File: config.mk
export PLATFORM = sky130hd
export DESIGN_NAME = gga_sentence_position_parser_flat
export DESIGN_NICKNAME = d
export VERILOG_FILES = /design/src/rtl/gspp_pkg.sv /design/src/rtl/gspp_if.sv /design/src/rtl/gspp_front.sv /design/src/rtl/gspp_queue.sv /design/src/rtl/gspp_back.sv /design/src/rtl/gga_sentence_position_parser.sv /design/src/flat_wrapper.sv
export SDC_FILE = /design/constraint.sdc
export NUM_CORES = 1
export LEC_CHECK = 0
export ABC_CLOCK_PERIOD_IN_PS = 16200
export BUFFER_PORTS_ARGS = -buffer_cell sky130_fd_sc_hd__buf_2
export CAP_MARGIN = 20
export CORE_UTILIZATION = 55
export DETAILED_ROUTE_END_ITERATION = 16
export GPL_ROUTABILITY_DRIVEN = 1
export GPL_TIMING_DRIVEN = 0
export HOLD_SLACK_MARGIN = 0.08
export PLACE_DENSITY = 0.84
export SETUP_SLACK_MARGIN = 0.5
export SLEW_MARGIN = 20
export SYNTH_ARGS = -nofsm -noshare
export SYNTH_HDL_FRONTEND = slang
export SYNTH_SLANG_ARGS = --single-unit
File: constraint.sdc
create_clock -name clk_i -period 16.2 [get_ports clk_i]
set_input_delay 2.43 -clock clk_i [delete_from_list [all_inputs] [get_ports clk_i]]
set_output_delay 2.43 -clock clk_i [all_outputs]
set_load 0.1 [all_outputs]
File: src/rtl/gspp_pkg.sv
package gspp_pkg;

  // Sentence framing.
  localparam int MaxSentenceLen = 100;
  localparam int CharCountW     = $clog2(MaxSentenceLen + 2);
  localparam logic [CharCountW-1:0] CharCountMax = CharCountW'(MaxSentenceLen);

  // Characters of interest.
  localparam logic [7:0] ChDollar = 8'h24;
  localparam logic [7:0] ChCr     = 8'h0D;
  localparam logic [7:0] ChComma  = 8'h2C;
  localparam logic [7:0] ChZero   = 8'h30;
  localparam logic [7:0] ChNine   = 8'h39;

  localparam logic [39:0] TalkerId  = "GNGGA";
  localparam logic [3:0]  TalkerLen = 4'd5;

  // Field numbers within a sentence.
  localparam logic [3:0] FieldTalker = 4'd0;
  localparam logic [3:0] FieldLat    = 4'd2;
  localparam logic [3:0] FieldLatDir = 4'd3;
  localparam logic [3:0] FieldLon    = 4'd4;
  localparam logic [3:0] FieldLonDir = 4'd5;
  localparam logic [3:0] FieldFix    = 4'd6;
  localparam logic [3:0] FieldLast   = 4'd15;
  localparam logic [3:0] PosLast     = 4'd15;

  // Degree digits and minimum field lengths.
  localparam logic [3:0] LatDegLen = 4'd2;
  localparam logic [3:0] LonDegLen = 4'd3;
  localparam logic [3:0] LatMinLen = 4'd8;
  localparam logic [3:0] LonMinLen = 4'd9;

  // Position arithmetic.
  localparam int LatW  = 30;
  localparam int LonW  = 34;
  localparam int MinQW = 25;
  localparam logic [LonW-1:0] DegE7  = 34'd10000000;
  localparam logic [LatW-1:0] LatMax = 30'd999999999;

  // Command queue.
  localparam int QueueDepth = 4;
  localparam int QueuePtrW  = $clog2(QueueDepth);
  localparam int QueueCntW  = $clog2(QueueDepth + 1);

  typedef enum logic [2:0] {
    OP_RESTART,
    OP_DEG_DIGIT,
    OP_MIN_DIGIT,
    OP_LAT_DIR,
    OP_LON_DIR,
    OP_FIX,
    OP_NEXT_FIELD,
    OP_END
  } op_e;

  typedef struct packed {
    op_e        op;
    logic [7:0] data;
    logic       close_lat;
    logic       close_lon;
  } cmd_t;

  function automatic logic [3:0] digit_of(input logic [7:0] c);
    logic [3:0] d;
    d = 4'd0;
    if (c >= ChZero && c <= ChNine) begin
      d = c[3:0];
    end
    return d;
  endfunction

  function automatic logic [7:0] talker_char(input logic [2:0] idx);
    logic [7:0] c;
    case (idx)
      3'd0:    c = TalkerId[39:32];
      3'd1:    c = TalkerId[31:24];
      3'd2:    c = TalkerId[23:16];
      3'd3:    c = TalkerId[15:8];
      3'd4:    c = TalkerId[7:0];
      default: c = 8'h00;
    endcase
    return c;
  endfunction

endpackage

File: src/rtl/gspp_if.sv
interface gspp_byte_if;
  logic       valid;
  logic       ready;
  logic [7:0] rx_byte;

  modport source (output valid, output rx_byte, input ready);
  modport sink (input valid, input rx_byte, output ready);
endinterface

interface gspp_fix_if import gspp_pkg::*; ();
  logic            valid;
  logic            ready;
  logic            fix_valid;
  logic [LatW-1:0] latitude_e7;
  logic [LonW-1:0] longitude_e7;
  logic [7:0]      lat_hemisphere;
  logic [7:0]      lon_hemisphere;

  modport source (output valid, output fix_valid, output latitude_e7, output longitude_e7,
                  output lat_hemisphere, output lon_hemisphere, input ready);
  modport sink (input valid, input fix_valid, input latitude_e7, input longitude_e7,
                input lat_hemisphere, input lon_hemisphere, output ready);
endinterface

File: src/rtl/gspp_front.sv
module gspp_front import gspp_pkg::*; (
  input  logic       clk_i,
  input  logic       rst_ni,
  input  logic       rx_valid_i,
  input  logic [7:0] rx_byte_i,
  output logic       rx_ready_o,
  input  logic       queue_full_i,
  output logic       push_o,
  output cmd_t       cmd_o
);

  logic                  in_sentence_q, in_sentence_d;
  logic [CharCountW-1:0] char_count_q, char_count_d;
  logic [3:0]            field_q, field_d;
  logic [3:0]            pos_q, pos_d;
  logic                  talker_q, talker_d;
  logic                  accept;
  logic [3:0]            deg_len;

  assign rx_ready_o = !queue_full_i;
  assign accept     = rx_valid_i && rx_ready_o;
  assign deg_len    = (field_q == FieldLat) ? LatDegLen : LonDegLen;

  always_comb begin
    in_sentence_d   = in_sentence_q;
    char_count_d    = char_count_q;
    field_d         = field_q;
    pos_d           = pos_q;
    talker_d        = talker_q;
    push_o          = 1'b0;
    cmd_o.op        = OP_NEXT_FIELD;
    cmd_o.data      = rx_byte_i;
    cmd_o.close_lat = (field_q == FieldLat) && (pos_q >= LatMinLen);
    cmd_o.close_lon = (field_q == FieldLon) && (pos_q >= LonMinLen);

    if (accept) begin
      if (rx_byte_i == ChDollar) begin
        in_sentence_d = 1'b1;
        char_count_d  = '0;
        field_d       = '0;
        pos_d         = '0;
        talker_d      = 1'b1;
        push_o        = 1'b1;
        cmd_o.op      = OP_RESTART;
      end else if (in_sentence_q) begin
        if (rx_byte_i == ChCr) begin
          in_sentence_d = 1'b0;
          if (field_q != FieldTalker && talker_q && char_count_q <= CharCountMax) begin
            push_o   = 1'b1;
            cmd_o.op = OP_END;
          end
        end else begin
          if (char_count_q <= CharCountMax) begin
            char_count_d = char_count_q + 1'b1;
          end
          if (rx_byte_i == ChComma) begin
            if (field_q == FieldTalker && pos_q != TalkerLen) begin
              talker_d = 1'b0;
            end
            if (field_q < FieldLast) begin
              field_d = field_q + 1'b1;
            end
            pos_d    = '0;
            push_o   = 1'b1;
            cmd_o.op = OP_NEXT_FIELD;
          end else begin
            if (pos_q < PosLast) begin
              pos_d = pos_q + 1'b1;
            end
            case (field_q)
              FieldTalker: begin
                if (pos_q >= TalkerLen || rx_byte_i != talker_char(pos_q[2:0])) begin
                  talker_d = 1'b0;
                end
              end
              FieldLat, FieldLon: begin
                if (pos_q < deg_len) begin
                  push_o   = 1'b1;
                  cmd_o.op = OP_DEG_DIGIT;
                end else if (pos_q < deg_len + 4'd6 && pos_q != deg_len + 4'd2) begin
                  push_o   = 1'b1;
                  cmd_o.op = OP_MIN_DIGIT;
                end
              end
              FieldLatDir: begin
                push_o   = (pos_q == '0);
                cmd_o.op = OP_LAT_DIR;
              end
              FieldLonDir: begin
                push_o   = (pos_q == '0);
                cmd_o.op = OP_LON_DIR;
              end
              FieldFix: begin
                push_o   = (pos_q == '0);
                cmd_o.op = OP_FIX;
              end
              default: begin
                push_o = 1'b0;
              end
            endcase
          end
        end
      end
    end
  end

  always_ff @(posedge clk_i or negedge rst_ni) begin
    if (!rst_ni) begin
      in_sentence_q <= 1'b0;
      char_count_q  <= '0;
      field_q       <= '0;
      pos_q         <= '0;
      talker_q      <= 1'b0;
    end else begin
      in_sentence_q <= in_sentence_d;
      char_count_q  <= char_count_d;
      field_q       <= field_d;
      pos_q         <= pos_d;
      talker_q      <= talker_d;
    end
  end

endmodule

File: src/rtl/gspp_queue.sv
module gspp_queue import gspp_pkg::*; (
  input  logic clk_i,
  input  logic rst_ni,
  input  logic push_i,
  input  cmd_t cmd_i,
  output logic full_o,
  input  logic pop_i,
  output logic valid_o,
  output cmd_t cmd_o
);

  cmd_t                 entry_q [QueueDepth];
  logic [QueuePtrW-1:0] wr_ptr_q, rd_ptr_q;
  logic [QueueCntW-1:0] count_q;
  logic                 do_push, do_pop;

  assign full_o  = (count_q == QueueCntW'(QueueDepth));
  assign valid_o = (count_q != '0);
  assign cmd_o   = entry_q[rd_ptr_q];
  assign do_push = push_i && !full_o;
  assign do_pop  = pop_i && valid_o;

  always_ff @(posedge clk_i) begin
    if (do_push) begin
      entry_q[wr_ptr_q] <= cmd_i;
    end
  end

  always_ff @(posedge clk_i or negedge rst_ni) begin
    if (!rst_ni) begin
      wr_ptr_q <= '0;
      rd_ptr_q <= '0;
      count_q  <= '0;
    end else begin
      if (do_push) begin
        wr_ptr_q <= wr_ptr_q + 1'b1;
      end
      if (do_pop) begin
        rd_ptr_q <= rd_ptr_q + 1'b1;
      end
      if (do_push && !do_pop) begin
        count_q <= count_q + 1'b1;
      end else if (do_pop && !do_push) begin
        count_q <= count_q - 1'b1;
      end
    end
  end

endmodule

File: src/rtl/gspp_back.sv
module gspp_back import gspp_pkg::*; (
  input  logic            clk_i,
  input  logic            rst_ni,
  input  logic            cmd_valid_i,
  input  cmd_t            cmd_i,
  output logic            pop_o,
  output logic            out_valid_o,
  input  logic            out_ready_i,
  output logic            fix_valid_o,
  output logic [LatW-1:0] latitude_e7_o,
  output logic [LonW-1:0] longitude_e7_o,
  output logic [7:0]      lat_hemisphere_o,
  output logic [7:0]      lon_hemisphere_o
);

  // Degrees are kept already scaled by 1e7. Minutes are kept as quotient and
  // remainder of (thousandths of a minute * 500) / 3, so that the quotient is
  // the floored contribution of the minutes in units of 1e-7 degree.
  logic [LonW-1:0]  deg_e7_q, deg_e7_d;
  logic [MinQW-1:0] min_q_q, min_q_d;
  logic [1:0]       min_r_q, min_r_d;

  logic [LatW-1:0]  stg_lat_q, stg_lat_d;
  logic [LonW-1:0]  stg_lon_q, stg_lon_d;
  logic             stg_fix_q, stg_fix_d;
  logic [7:0]       stg_lat_dir_q, stg_lat_dir_d;
  logic [7:0]       stg_lon_dir_q, stg_lon_dir_d;

  logic [LatW-1:0]  lat_st_q, lat_st_d;
  logic [LonW-1:0]  lon_st_q, lon_st_d;
  logic             fix_st_q, fix_st_d;
  logic [7:0]       lat_dir_st_q, lat_dir_st_d;
  logic [7:0]       lon_dir_st_q, lon_dir_st_d;
  logic             out_valid_q, out_valid_d;

  logic             exec;
  logic [3:0]       digit;
  logic [4:0]       rem_sum;
  logic [7:0]       rem_scaled;
  logic [2:0]       rem_quot;
  logic [4:0]       rem_left;
  logic [LonW-1:0]  pos_sum;
  logic [LatW-1:0]  lat_val;
  logic [LatW-1:0]  lat_closed;
  logic [LonW-1:0]  lon_closed;

  assign exec  = cmd_valid_i && (cmd_i.op != OP_END || !out_valid_q || out_ready_i);
  assign pop_o = exec;
  assign digit = digit_of(cmd_i.data);

  // (10*r + 500*d) / 3 = 166*d + 3*r + (2*d + r) / 3, the last term by reciprocal.
  assign rem_sum    = {digit, 1'b0} + {3'b0, min_r_q};
  assign rem_scaled = ({3'b0, rem_sum} << 3) + ({3'b0, rem_sum} << 1) + {3'b0, rem_sum};
  assign rem_quot   = rem_scaled[7:5];
  assign rem_left   = rem_sum - ({2'b0, rem_quot} << 1) - {2'b0, rem_quot};

  assign pos_sum    = deg_e7_q + {{(LonW-MinQW){1'b0}}, min_q_q};
  assign lat_val    = (pos_sum > {{(LonW-LatW){1'b0}}, LatMax}) ? LatMax : pos_sum[LatW-1:0];
  assign lat_closed = cmd_i.close_lat ? lat_val : stg_lat_q;
  assign lon_closed = cmd_i.close_lon ? pos_sum : stg_lon_q;

  always_comb begin
    deg_e7_d      = deg_e7_q;
    min_q_d       = min_q_q;
    min_r_d       = min_r_q;
    stg_lat_d     = stg_lat_q;
    stg_lon_d     = stg_lon_q;
    stg_fix_d     = stg_fix_q;
    stg_lat_dir_d = stg_lat_dir_q;
    stg_lon_dir_d = stg_lon_dir_q;
    lat_st_d      = lat_st_q;
    lon_st_d      = lon_st_q;
    fix_st_d      = fix_st_q;
    lat_dir_st_d  = lat_dir_st_q;
    lon_dir_st_d  = lon_dir_st_q;
    out_valid_d   = out_valid_q && !out_ready_i;

    if (exec) begin
      case (cmd_i.op)
        OP_RESTART: begin
          deg_e7_d      = '0;
          min_q_d       = '0;
          min_r_d       = '0;
          stg_lat_d     = lat_st_q;
          stg_lon_d     = lon_st_q;
          stg_fix_d     = fix_st_q;
          stg_lat_dir_d = lat_dir_st_q;
          stg_lon_dir_d = lon_dir_st_q;
        end
        OP_DEG_DIGIT: begin
          deg_e7_d = (deg_e7_q << 3) + (deg_e7_q << 1) + ({{(LonW-4){1'b0}}, digit} * DegE7);
        end
        OP_MIN_DIGIT: begin
          min_q_d = (min_q_q << 3) + (min_q_q << 1)
                  + ({{(MinQW-4){1'b0}}, digit} * MinQW'(166))
                  + ({{(MinQW-2){1'b0}}, min_r_q} << 1) + {{(MinQW-2){1'b0}}, min_r_q}
                  + {{(MinQW-3){1'b0}}, rem_quot};
          min_r_d = rem_left[1:0];
        end
        OP_LAT_DIR: begin
          stg_lat_dir_d = cmd_i.data;
        end
        OP_LON_DIR: begin
          stg_lon_dir_d = cmd_i.data;
        end
        OP_FIX: begin
          stg_fix_d = (cmd_i.data != ChZero);
        end
        OP_NEXT_FIELD: begin
          stg_lat_d = lat_closed;
          stg_lon_d = lon_closed;
          deg_e7_d  = '0;
          min_q_d   = '0;
          min_r_d   = '0;
        end
        OP_END: begin
          stg_lat_d    = lat_closed;
          stg_lon_d    = lon_closed;
          lat_st_d     = lat_closed;
          lon_st_d     = lon_closed;
          fix_st_d     = stg_fix_q;
          lat_dir_st_d = stg_lat_dir_q;
          lon_dir_st_d = stg_lon_dir_q;
          out_valid_d  = 1'b1;
        end
        default: begin
          out_valid_d = out_valid_q && !out_ready_i;
        end
      endcase
    end
  end

  always_ff @(posedge clk_i or negedge rst_ni) begin
    if (!rst_ni) begin
      deg_e7_q      <= '0;
      min_q_q       <= '0;
      min_r_q       <= '0;
      stg_lat_q     <= '0;
      stg_lon_q     <= '0;
      stg_fix_q     <= 1'b0;
      stg_lat_dir_q <= '0;
      stg_lon_dir_q <= '0;
      lat_st_q      <= '0;
      lon_st_q      <= '0;
      fix_st_q      <= 1'b0;
      lat_dir_st_q  <= '0;
      lon_dir_st_q  <= '0;
      out_valid_q   <= 1'b0;
    end else begin
      deg_e7_q      <= deg_e7_d;
      min_q_q       <= min_q_d;
      min_r_q       <= min_r_d;
      stg_lat_q     <= stg_lat_d;
      stg_lon_q     <= stg_lon_d;
      stg_fix_q     <= stg_fix_d;
      stg_lat_dir_q <= stg_lat_dir_d;
      stg_lon_dir_q <= stg_lon_dir_d;
      lat_st_q      <= lat_st_d;
      lon_st_q      <= lon_st_d;
      fix_st_q      <= fix_st_d;
      lat_dir_st_q  <= lat_dir_st_d;
      lon_dir_st_q  <= lon_dir_st_d;
      out_valid_q   <= out_valid_d;
    end
  end

  // The committed values double as the output register: they change only when
  // a sentence end executes, which waits until the previous result is taken.
  assign out_valid_o      = out_valid_q;
  assign fix_valid_o      = fix_st_q;
  assign latitude_e7_o    = lat_st_q;
  assign longitude_e7_o   = lon_st_q;
  assign lat_hemisphere_o = lat_dir_st_q;
  assign lon_hemisphere_o = lon_dir_st_q;

endmodule

File: src/rtl/gga_sentence_position_parser.sv
// Throughput: one received byte per cycle; the input stalls only when the command queue
// (four entries) fills because a finished result has not been taken.
// A result is offered once the command for the carriage return has passed through the
// command queue and the back end has executed it and registered the result.
// Reset (asynchronous, active low) clears the parser state and the committed position,
// fix flag and hemisphere letters to zero; no sweep is needed after reset.
module gga_sentence_position_parser import gspp_pkg::*; (
  input  logic        clk_i,
  input  logic        rst_ni,
  gspp_byte_if.sink   rx_i,
  gspp_fix_if.source  fix_o
);

  // The front end tracks sentence framing, field number and character position,
  // and checks the talker field. Each byte that affects the position result is
  // turned into a small command. The back end executes the commands: it builds
  // degrees and minutes in 1e-7 degree units digit by digit, stages values for
  // the current sentence and commits them when a valid GNGGA sentence ends.

  cmd_t front_cmd;
  cmd_t queue_cmd;
  logic front_push;
  logic queue_full;
  logic queue_valid;
  logic back_pop;

  gspp_front u_front (
    .clk_i        (clk_i),
    .rst_ni       (rst_ni),
    .rx_valid_i   (rx_i.valid),
    .rx_byte_i    (rx_i.rx_byte),
    .rx_ready_o   (rx_i.ready),
    .queue_full_i (queue_full),
    .push_o       (front_push),
    .cmd_o        (front_cmd)
  );

  // The queue decouples the two halves so that bytes keep flowing while a
  // result waits at the output.
  gspp_queue u_queue (
    .clk_i   (clk_i),
    .rst_ni  (rst_ni),
    .push_i  (front_push),
    .cmd_i   (front_cmd),
    .full_o  (queue_full),
    .pop_i   (back_pop),
    .valid_o (queue_valid),
    .cmd_o   (queue_cmd)
  );

  gspp_back u_back (
    .clk_i            (clk_i),
    .rst_ni           (rst_ni),
    .cmd_valid_i      (queue_valid),
    .cmd_i            (queue_cmd),
    .pop_o            (back_pop),
    .out_valid_o      (fix_o.valid),
    .out_ready_i      (fix_o.ready),
    .fix_valid_o      (fix_o.fix_valid),
    .latitude_e7_o    (fix_o.latitude_e7),
    .longitude_e7_o   (fix_o.longitude_e7),
    .lat_hemisphere_o (fix_o.lat_hemisphere),
    .lon_hemisphere_o (fix_o.lon_hemisphere)
  );

endmodule

File: src/flat_wrapper.sv
// flat-port wrapper written by rule: the top's interface ports become plain ports
module gga_sentence_position_parser_flat import gspp_pkg::*;
  (clk_i, rst_ni, rx_i_valid, rx_i_rx_byte, rx_i_ready, fix_o_valid, fix_o_fix_valid, fix_o_latitude_e7, fix_o_longitude_e7, fix_o_lat_hemisphere, fix_o_lon_hemisphere, fix_o_ready);
  gspp_byte_if rx_i_i ();
  gspp_fix_if fix_o_i ();
  input  logic clk_i;
  input  logic rst_ni;
  input wire logic [$bits(rx_i_i.valid)-1:0] rx_i_valid;
  input wire logic [$bits(rx_i_i.rx_byte)-1:0] rx_i_rx_byte;
  output wire logic [$bits(rx_i_i.ready)-1:0] rx_i_ready;
  output wire logic [$bits(fix_o_i.valid)-1:0] fix_o_valid;
  output wire logic [$bits(fix_o_i.fix_valid)-1:0] fix_o_fix_valid;
  output wire logic [$bits(fix_o_i.latitude_e7)-1:0] fix_o_latitude_e7;
  output wire logic [$bits(fix_o_i.longitude_e7)-1:0] fix_o_longitude_e7;
  output wire logic [$bits(fix_o_i.lat_hemisphere)-1:0] fix_o_lat_hemisphere;
  output wire logic [$bits(fix_o_i.lon_hemisphere)-1:0] fix_o_lon_hemisphere;
  input wire logic [$bits(fix_o_i.ready)-1:0] fix_o_ready;
  assign rx_i_i.valid = rx_i_valid;
  assign rx_i_i.rx_byte = rx_i_rx_byte;
  assign rx_i_ready = rx_i_i.ready;
  assign fix_o_valid = fix_o_i.valid;
  assign fix_o_fix_valid = fix_o_i.fix_valid;
  assign fix_o_latitude_e7 = fix_o_i.latitude_e7;
  assign fix_o_longitude_e7 = fix_o_i.longitude_e7;
  assign fix_o_lat_hemisphere = fix_o_i.lat_hemisphere;
  assign fix_o_lon_hemisphere = fix_o_i.lon_hemisphere;
  assign fix_o_i.ready = fix_o_ready;
  gga_sentence_position_parser u_core (.clk_i(clk_i), .rst_ni(rst_ni), .rx_i(rx_i_i), .fix_o(fix_o_i));
endmodule
==> run_results.csv, run 1 <==
group,metric,value,unit
layout,final_cell_mix,"278 x nand2_1, 241 x dfrtp_1, 156 x ha_1",
cts,cts.hold.buffers_added,0,
cts,htreeDepth,1,
synth,synth_fp_nets,2234,
floorplan,io_pins,95,
sta,fin_crit_sh,56.8,%
global_route,grt_max_degree,98,
worst_setup_path,critPathArrivalTime,9.65,ns
worst_setup_path,worst_setup_path_end_kind,"flip-flop",
detailed_routing,via_per_inst,6.37,
floorplan,die_area,35400,sq um
sta,setup_violations,0,
sta,finalSetupTns,0,ns
sta,hold_viol,0,
synth,syn_area,19000,sq um
cts,post_cts_resized,0,
detailed_routing,wire_per_inst,20.7,um
global_route,met3_usage,4.72,%
cts,clock_sinks,293,
detailed_routing,via_count,16752,
place,gp_congestion,0.992,
power,power_frac_seq,25.9,%
cts,root_buffer,"clkbuf_16",
floorplan,die_y,188,um
worst_setup_path,cp_slowest_stage_delay,0.55,ns
min_path,hp-class,"reg -> reg",
sta,slew_viol_final,0,
sta,min_period,9.21,ns
floorplan,initial_utilization,56.4,%
detailed_routing,ant_nets,0,
power,clkPwrFrac,17.2,%
global_route,grt_use_met1,40.1,%
sta,worst_pin_slew,1.11,ns
detailed_routing,wl,54500,um
worst_setup_path,cp_max_fo,10,
detailed_routing,drt_iter0_markers,1833,
cts,post_cts_buffers,0,
worst_setup_path,worstSetupPathType,"reg -> reg",
global_route,antenna_found_initial,0,
worst_setup_path,crit_top_cell,"inv_1",
layout,syn_to_final_growth,12.0,%
power,combPwrFrac,56.9,%
synth,synth_area_per_cell,9.39,sq um
worst_setup_path,slowest_stage,"fa_1",
run,maxCapViolCount,0,
synth,ys_warn_count,0,
synth,async_flop_share,82.3,%
sta,slew_headroom,25.5,%
place,portBuffers,94,
synth,ys_seq_area_share,39.9,%
power,peakVddDrop,0.000236,V
floorplan,coreArea,33800,sq um
cts,cts_tree,"built",
layout,layout_commonest_cell,"nand2_1",
place,place_hpwl,40100,um
global_route,grt.overflow.total,0,
cts,clkTransAtPathRegs,0.07,ns
floorplan,die_x,188,um
layout,post_route_cells_drive_above_1_share,9.17,%
sta,grt_setup_unrepaired,"no",
power,internal-power,2.24,mW
run_status,status,"finished clean",
synth,netlist-cell-type-count,75,
synth,synth_edf_count,52,
layout,fin_nets,2363,
cts,cts_max_path_buffers,3,
floorplan,rows,67,
power,p_switching,2.56,mW
sta,timing.fmax,109,MHz
worst_setup_path,cp.required,16.65,ns
power,swShare,53.3,%
worst_setup_path,start_kind,"flip-flop",
synth,yosys_most_used_dff,"dfrtp_1",
synth,synth_seq_cells,293,
synth,synthCells,2027,
global_route,grt_use_met2,50.6,%
sta,skew,0.0309,ns
global_route,grt_usage,31.0,%
cts,numCtsBuffers,31,
power,powerDensity,225,nW/um^2
detailed_routing,drc,0,
global_route,grt_pass1_vias,16596,
global_route,grt_pass1_wl,88200,um
sta,hold_slack,0.447,ns
cts,worstSkewPairLatency,0.59,ns
layout,n_antenna_cell,0,
global_route,busiest_layer,"met2",
detailed_routing,first_pass_iters,6,
power,power.leakage,10.1,nW
## flip-flops by register name, indices dropped and copies added (netlist names), 7 cells and up
| signal | flops |
|---|---|
| u_core.u_back.stg_lat_dir_q | 8 |
| u_core.u_back.stg_lon_q | 34 |
| u_core.u_queue.entry_q | 52 |
| u_core.u_back.longitude_e7_o | 34 |
| u_core.u_back.min_q_q | 25 |
| u_core.u_back.deg_e7_q | 27 |
| u_core.u_front.char_count_q | 7 |
| u_core.u_back.lat_hemisphere_o | 8 |
| u_core.u_back.stg_lat_q | 30 |
| u_core.u_back.latitude_e7_o | 30 |
| u_core.u_back.lon_hemisphere_o | 8 |
| u_core.u_back.stg_lon_dir_q | 8 |
## cell usage after synthesis, types with 32 or more instances
master	n	area, sq um
clkbuf_1	84	315
xor2_1	45	394
nor2_1	138	518
inv_1	109	409
a21o_1	32	240
fa_1	39	781
a31oi_1	53	332
edfxtp_1	52	1560
nand2_1	278	1040
dfrtp_1	241	6030
ha_1	156	1950
o21ai_0	152	761
a21oi_1	139	696
xnor2_1	71	622
## routing by layer
layer	vias to the layer above	wire, um
li1	7510	-
met1	8099	21500
met2	934	25600
met3	209	4510
met4	0	2900
met5	-	0
## area by class of cell
cell class,instances,area (sq um)
Fill cell,2566,12500
Multi-Input combinational cell,1523,10600
Sequential cell,293,7590
Clock buffer,40,860
Tap cell,448,561
Timing Repair Buffer,96,536
Inverter,110,413
Buffer,101,404
Clock inverter,18,322
## stage by stage
stage / area (sq um) / std cells / utilization, % / setup slack, ns / total power [mW]
after floorplan: 19000 / 2027 / - / 8.56 / 3.19
after global placement: 20100 / 2569 / 59.4 / 7.23 / 3.79
after detailed placement: 20100 / 2571 / 59.6 / 7.12 / 3.89
after CTS: 21300 / 2629 / 63.1 / 7.09 / 4.73
after global routing: 21300 / 2629 / 63.1 / 6.46 / 5.04
final: 21300 / 2629 / 63.1 / 6.99 / 4.79
## path summary, 6_finish.rpt
check	from	endpoint	slack [ns]	depth (start not counted)
max in group asynchronous	rst_ni	u_core.u_back.min_q_q[14]	13.54	2
hold reg to reg	u_core.u_back.stg_lat_dir_q[1]	u_core.u_back.lat_hemisphere_o[1]	0.45	2
setup / recovery	u_core.u_queue.rd_ptr_q[1]	u_core.u_back.min_q_q[24]	6.99	32
hold / removal	u_core.u_back.stg_lat_dir_q[1]	u_core.u_back.lat_hemisphere_o[1]	0.45	2
min in group asynchronous	rst_ni	u_core.u_back.stg_lon_q[29]	1.78	1
setup reg to reg	u_core.u_queue.rd_ptr_q[1]	u_core.u_back.min_q_q[24]	6.99	32
## critical path: cells and delay by family, from the launching register on
kind            cells  cell delay (ns)
xor+xnor            3             0.61
simple gates        5             1.68
fa+ha+maj           6             2.38
mux                 1             0.50
buf+inv             7             1.37
compound gates     10             2.24
flops               1             0.32
## power by group through the flow
stage	logic (mW)	clock network, mW	registers [mW]
after floorplan	1.38	0	1.81
after global placement	2.56	0	1.22
after detailed placement	2.65	0	1.24
after CTS	2.68	0.823	1.23
after global routing	2.92	0.851	1.27
final	2.73	0.822	1.24
## kinds of logic (layout without fill, tap and decap cells)
group / after synthesis / count (layout) / share of synthesized area (%)
AOI/OAI and AO/OA: 592 / 592 / 19.7
xor gates and xnor gates: 116 / 116 / 5.34
adders and majority gates: 198 / 198 / 14.5
buffers and inverters: 211 / 365 / 4.29
DFF: 293 / 293 / 39.9
muxes: 45 / 45 / 3.19
and+or+nand+nor: 572 / 572 / 13.1
Note: power is estimated with default switching activity, not from simulation.
==> run 2: changes to the inputs <==
- ABC_CLOCK_PERIOD_IN_PS: 16200 -> 7610
- PLACE_DENSITY: 0.84 -> 0.87
- clock period: 16.2 -> 7.61 ns (I/O delays scaled with it)
==> run 2 against run 1 <==
Non-clock buffer count grew 66. Flip-flop and latch count is the same. Cell area is 5.2% higher. Register-to-register slack got worse by 6.9 ns. Combinational power is 130% higher. Clock power grew 97%. Critical endpoint is now u_core.u_back.deg_e7_q[33]. Largest cell class unchanged. Highest routed layer unchanged.
==> run_results.csv, run 2 (synthesis results as in run 1) <==
group,metric,value,unit
run_status,status,"finished clean",
place,gp_congestion,0.962,
cts,numCtsBuffers,34,
global_route,grt_pass1_vias,17177,
worst_setup_path,worst_setup_path_end_kind,"flip-flop",
global_route,grt.overflow.total,0,
power,powerDensity,469,nW/um^2
layout,fillCellCount,2348,
cts,cts_tree,"built",
global_route,grt_pass1_wl,92100,um
sta,slew_headroom,31.5,%
worst_setup_path,cp.required,8.01,ns
power,peakVddDrop,0.000428,V
floorplan,die_x,188,um
worst_setup_path,slowest_stage,"mux4_2",
min_path,hp-class,"reg -> reg",
place,pre_cts_slack,-0.892,ns
layout,design_area,22400,sq um
floorplan,initial_utilization,56.4,%
worst_setup_path,crit_top_cell,"ha_4",
layout,n_antenna_cell,0,
cts,clock_sinks,293,
worst_setup_path,cp_slowest_stage_delay,0.54,ns
sta,setup_ws,0.0957,ns
sta,setup_violations,0,
sta,worst_pin_slew,1.02,ns
global_route,grt_usage,32.7,%
detailed_routing,ant_nets,0,
layout,largest_register,"u_core.u_queue.entry_q",
worst_setup_path,critPathArrivalTime,7.92,ns
detailed_routing,drc,0,
place,place_hpwl,40500,um
sta,finalSetupTns,0,ns
global_route,antenna_found_initial,0,
detailed_routing,via_per_inst,6.50,
power,power.leakage,10.6,nW
layout,final_cell_mix,"273 x nand2_1, 241 x dfrtp_1, 139 x ha_1",
layout,fin_util,66.4,%
floorplan,rows,67,
floorplan,die_area,35400,sq um
sta,timing.fmax,133,MHz
sta,slew_viol_final,0,
detailed_routing,first_pass_iters,6,
layout,post_route_cells_drive_above_1_share,16.1,%
detailed_routing,drt_iter0_markers,2097,
worst_setup_path,start_kind,"flip-flop",
floorplan,coreArea,33800,sq um
layout,syn_to_final_growth,17.8,%
worst_setup_path,worstSetupPathType,"reg -> reg",
cts,root_buffer,"clkbuf_16",
global_route,grt_max_degree,100,
sta,hold_viol,0,
cts,cts.hold.buffers_added,0,
sta,min_period,7.51,ns
layout,fin_nets,2432,
cts,htreeDepth,2,
cts,cts_max_path_buffers,3,
floorplan,io_pins,95,
sta,grt_setup_unrepaired,"yes",
layout,largest_reg_flops,52,
detailed_routing,wl,61200,um
cts,worstSkewPairLatency,0.52,ns
place,post_dp_cell_area,20200,sq um
sta,hold_slack,0.472,ns
run,maxCapViolCount,0,
sta,skew,0.0294,ns
place,portBuffers,94,
sta,fin_crit_sh,98.7,%
detailed_routing,wire_per_inst,22.7,um
layout,layout_commonest_cell,"nand2_1",
worst_setup_path,regToRegSetupSlack,0.1,ns
floorplan,die_y,188,um
detailed_routing,via_count,17519,
worst_setup_path,cp_max_fo,5,
cts,clkTransAtPathRegs,0.06,ns
==> run 2: cell types whose count changed in the layout (fill, tap and decap cells not counted), moves of 8 or more <==
cell	delta
ha_1	-17
o21ai_2	+10
o21ai_1	+8
buf_4	+66
ha_4	+15
a21oi_2	+14
o21ai_0	-19
a21oi_1	-16
==> run 2: metrics by stage <==
| step | cells | power, mW |
|---|---|---|
| floorplan | 2027 | 6.82 |
| global placement | 2569 | 8.10 |
| detailed placement | 2571 | 8.31 |
| CTS | 2666 | 10.1 |
| global route | 2694 | 11.0 |
| finish | 2694 | 10.5 |
==> run 2: worst paths after layout <==
| kind | depth (start not counted) | endpoint | start |
|---|---|---|---|
| max | 35 | u_core.u_back.deg_e7_q[33] | u_core.u_queue.rd_ptr_q[0] |
| min | 2 | u_core.u_back.lon_hemisphere_o[5] | u_core.u_back.stg_lon_dir_q[5] |
| max reg2reg | 35 | u_core.u_back.deg_e7_q[33] | u_core.u_queue.rd_ptr_q[0] |
| min reg2reg | 2 | u_core.u_back.lon_hemisphere_o[5] | u_core.u_back.stg_lon_dir_q[5] |
| max in group asynchronous | 3 | u_core.u_back.min_q_q[17] | rst_ni |
| min in group asynchronous | 1 | u_core.u_back.longitude_e7_o[23] | rst_ni |
==> run 2: worst max-delay path, delay by kind of cell (launching register included) <==
family / cells / cell delay (ns)
AO/OA/AOI/OAI: 14 / 2.77
adder cells (fa/ha/maj): 6 / 1.61
AND/OR/NAND/NOR: 6 / 1.27
buffers and inverters: 7 / 0.72
multiplexers: 1 / 0.54
flip-flops: 1 / 0.34
XOR/XNOR: 1 / 0.13
==> run 2: timing repair <==
action	CTS	global route
pin swaps	38	68
hold endpoints to repair	0	0
resized for setup	57	92
setup buffers	38	28
setup endpoints to repair	34	28
==> run 2: power breakdown <==
group | total [mW] | internal [mW] | leakage (nW) | switching [mW]
logic | 6.25 | 1.77 | 6.48 | 4.48
clock network | 1.62 | 0.943 | 0.515 | 0.676
registers | 2.66 | 2.14 | 3.56 | 0.519
==> run 2: layout make-up <==
class,count,area [sq um],area share [%]
tap,448,561,2.50
buffer,101,443,1.97
sequential,293,7590,33.9
multi-input combinational,1523,11300,50.5
clock buffer,49,958,4.27
inverter,110,423,1.89
timing repair buffer,162,1030,4.61
clock inverter,8,100,0.446
==> run 2: metal layers <==
| layer | up-vias | track usage, % | part of all wire, % |
|---|---|---|---|
| li1 | 7620 | - | - |
| met1 | 8494 | 41.8 | 38 |
| met2 | 1126 | 53.1 | 46 |
| met3 | 279 | 4.92 | 9.1 |
| met4 | 0 | 18.5 | 6.4 |
| met5 | - | 0 | 0 |
==> run 3: changes to the inputs <==
- BUFFER_PORTS_ARGS: -buffer_cell sky130_fd_sc_hd__buf_2 -> not set
- DONT_BUFFER_PORTS: not set -> 1
- PLACE_DENSITY: 0.87 -> 0.84
- SLEW_MARGIN: 20 -> 40
==> run 3 against run 2 <==
Combinational power is 27% lower. Register-to-register slack better by 0.11 ns. Flip-flop and latch count stayed put. Largest cell class unchanged. Sequential power is 55% higher. Clock skew is 0.011 ns lower. Highest routed layer unchanged. Routed wire length is 0.56% higher.
==> run_results.csv, run 3 (synthesis results as in run 1) <==
group,metric,value,unit
power,powerDensity,472,nW/um^2
place,portBuffers,0,
min_path,hp-class,"in -> async",
layout,post_route_cells_drive_above_1_share,16.4,%
sta,worst_pin_slew,0.961,ns
sta,skew,0.0188,ns
sta,fin_crit_sh,97.3,%
floorplan,io_pins,95,
detailed_routing,wl,61500,um
cts,cts.hold.buffers_added,0,
layout,syn_to_final_growth,16.1,%
worst_setup_path,start_kind,"flip-flop",
worst_setup_path,cp_max_fo,6,
power,peakVddDrop,0.000318,V
global_route,grt_pass1_wl,91900,um
floorplan,initial_utilization,56.4,%
worst_setup_path,worst_setup_path_end_kind,"flip-flop",
cts,root_buffer,"clkbuf_16",
layout,final_cell_mix,"272 x nand2_1, 159 x dfrtp_1, 142 x ha_1",
power,power,10.4,mW
sta,setup_violations,0,
run_status,status,"finished clean",
floorplan,die_area,35400,sq um
sta,timing.fmax,135,MHz
detailed_routing,drc,0,
cts,cts_max_path_buffers,3,
sta,hold_slack,0.297,ns
cts,clkTransAtPathRegs,0.06,ns
cts,numCtsBuffers,34,
worst_setup_path,cp_slowest_stage_delay,0.53,ns
sta,min_period,7.40,ns
place,place_hpwl,39900,um
detailed_routing,via_count,17405,
layout,fillCellCount,2320,
global_route,antenna_found_initial,1,
floorplan,die_x,188,um
detailed_routing,via_per_inst,6.69,
worst_setup_path,worstSetupPathType,"reg -> reg",
worst_setup_path,cp.required,8.01,ns
layout,largest_register,"u_core.u_queue.entry_q",
global_route,grt_pass1_vias,16888,
run,maxCapViolCount,0,
worst_setup_path,crit_top_cell,"ha_1",
floorplan,rows,67,
worst_setup_path,slowest_stage,"mux4_2",
layout,layout_commonest_cell,"nand2_1",
sta,slew_viol_final,0,
layout,fin_util,65.4,%
detailed_routing,first_pass_iters,6,
layout,fin_nets,2333,
floorplan,die_y,188,um
global_route,grt_max_degree,242,
sta,hold_viol,0,
cts,cts_tree,"built",
detailed_routing,wire_per_inst,23.6,um
cts,htreeDepth,2,
sta,grt_setup_unrepaired,"yes",
place,gp_congestion,0.954,
detailed_routing,ant_nets,0,
global_route,grt.overflow.total,0,
cts,worstSkewPairLatency,0.54,ns
global_route,grt_usage,32.8,%
layout,largest_reg_flops,52,
sta,slew_headroom,35.5,%
cts,clock_sinks,293,
floorplan,coreArea,33800,sq um
power,power.leakage,10.1,nW
detailed_routing,drt_iter0_markers,2114,
worst_setup_path,critPathArrivalTime,7.81,ns
run 3: cell types whose count changed in the layout (fill, tap and decap cells not counted), sizes merged:
cell / change
bufinv: +3
clkinv: +2
clkinvlp: -1
buf: -100
diode: +1
inv: +2
run 3: path summary, 6_finish.rpt:
kind	depth (start not counted)	endpoint	start	slack, ns
worst max-delay path	32	u_core.u_back.min_q_q[24]	u_core.u_queue.rd_ptr_q[0]	0.21
worst min-delay path	0	u_core.u_back.longitude_e7_o[18]	rst_ni	0.30
worst max register to register	32	u_core.u_back.min_q_q[24]	u_core.u_queue.rd_ptr_q[0]	0.21
worst min register to register	2	u_core.u_back.lon_hemisphere_o[7]	u_core.u_back.stg_lon_dir_q[7]	0.47
max in group asynchronous	0	u_core.u_back.latitude_e7_o[10]	rst_ni	6.97
min in group clk_i	2	u_core.u_back.lon_hemisphere_o[7]	u_core.u_back.stg_lon_dir_q[7]	0.47
run 3: worst max-delay path, delay by kind of cell (launching register included):
family	cells	cell delay, ns
AOI/OAI and AO/OA	11	2.18
xor gates and xnor gates	2	0.31
adders and majority gates	6	1.69
buffers and inverters	7	0.96
DFF	1	0.35
muxes	1	0.53
and+or+nand+nor	5	1.23
run 3: routing by layer:
metal | GRT usage, % | vias to the layer above | wire, um
li1 | - | 7431 | -
met1 | 40.4 | 8433 | 22700
met4 | 19.8 | 0 | 4420
met5 | 0 | - | 0
met2 | 52.6 | 1229 | 28200
met3 | 7.32 | 312 | 6250
run 3: power by group:
| group | internal, mW | total (mW) | switching (mW) |
|---|---|---|---|
| clock network | 1.06 | 1.76 | 0.698 |
| logic | 1.61 | 4.55 | 2.94 |
| registers | 2.15 | 4.13 | 1.98 |
run 3: area by class of cell:
class	count	area [sq um]	share of cell area [%]
multi-input cells	1523	11300	51.2
flip-flops and latches	293	7690	34.8
clock buffers	48	963	4.36
well taps	448	561	2.54
repair buffers	63	499	2.26
plain buffers	101	434	1.96
inverters	110	423	1.91
clock inverters	14	216	0.979
diodes	1	2.50	0.0113
run 3: what timing repair did:
action,CTS,global route
resized for setup,64,78
pin swaps,40,59
hold endpoints to repair,0,0
buffers inserted,32,31
setup endpoints to repair,34,26
run 3: through the flow:
stage,worst slack (ns),instances,TNS (ns),instance area (sq um)
after floorplan,0.545,2027,0,19100
after global placement,-0.619,2475,-3.91,19700
after detailed placement,-0.915,2475,-6.74,19800
after CTS,0.487,2569,0,21500
after global routing,0.0148,2601,0,22100
final,0.206,2601,0,22100
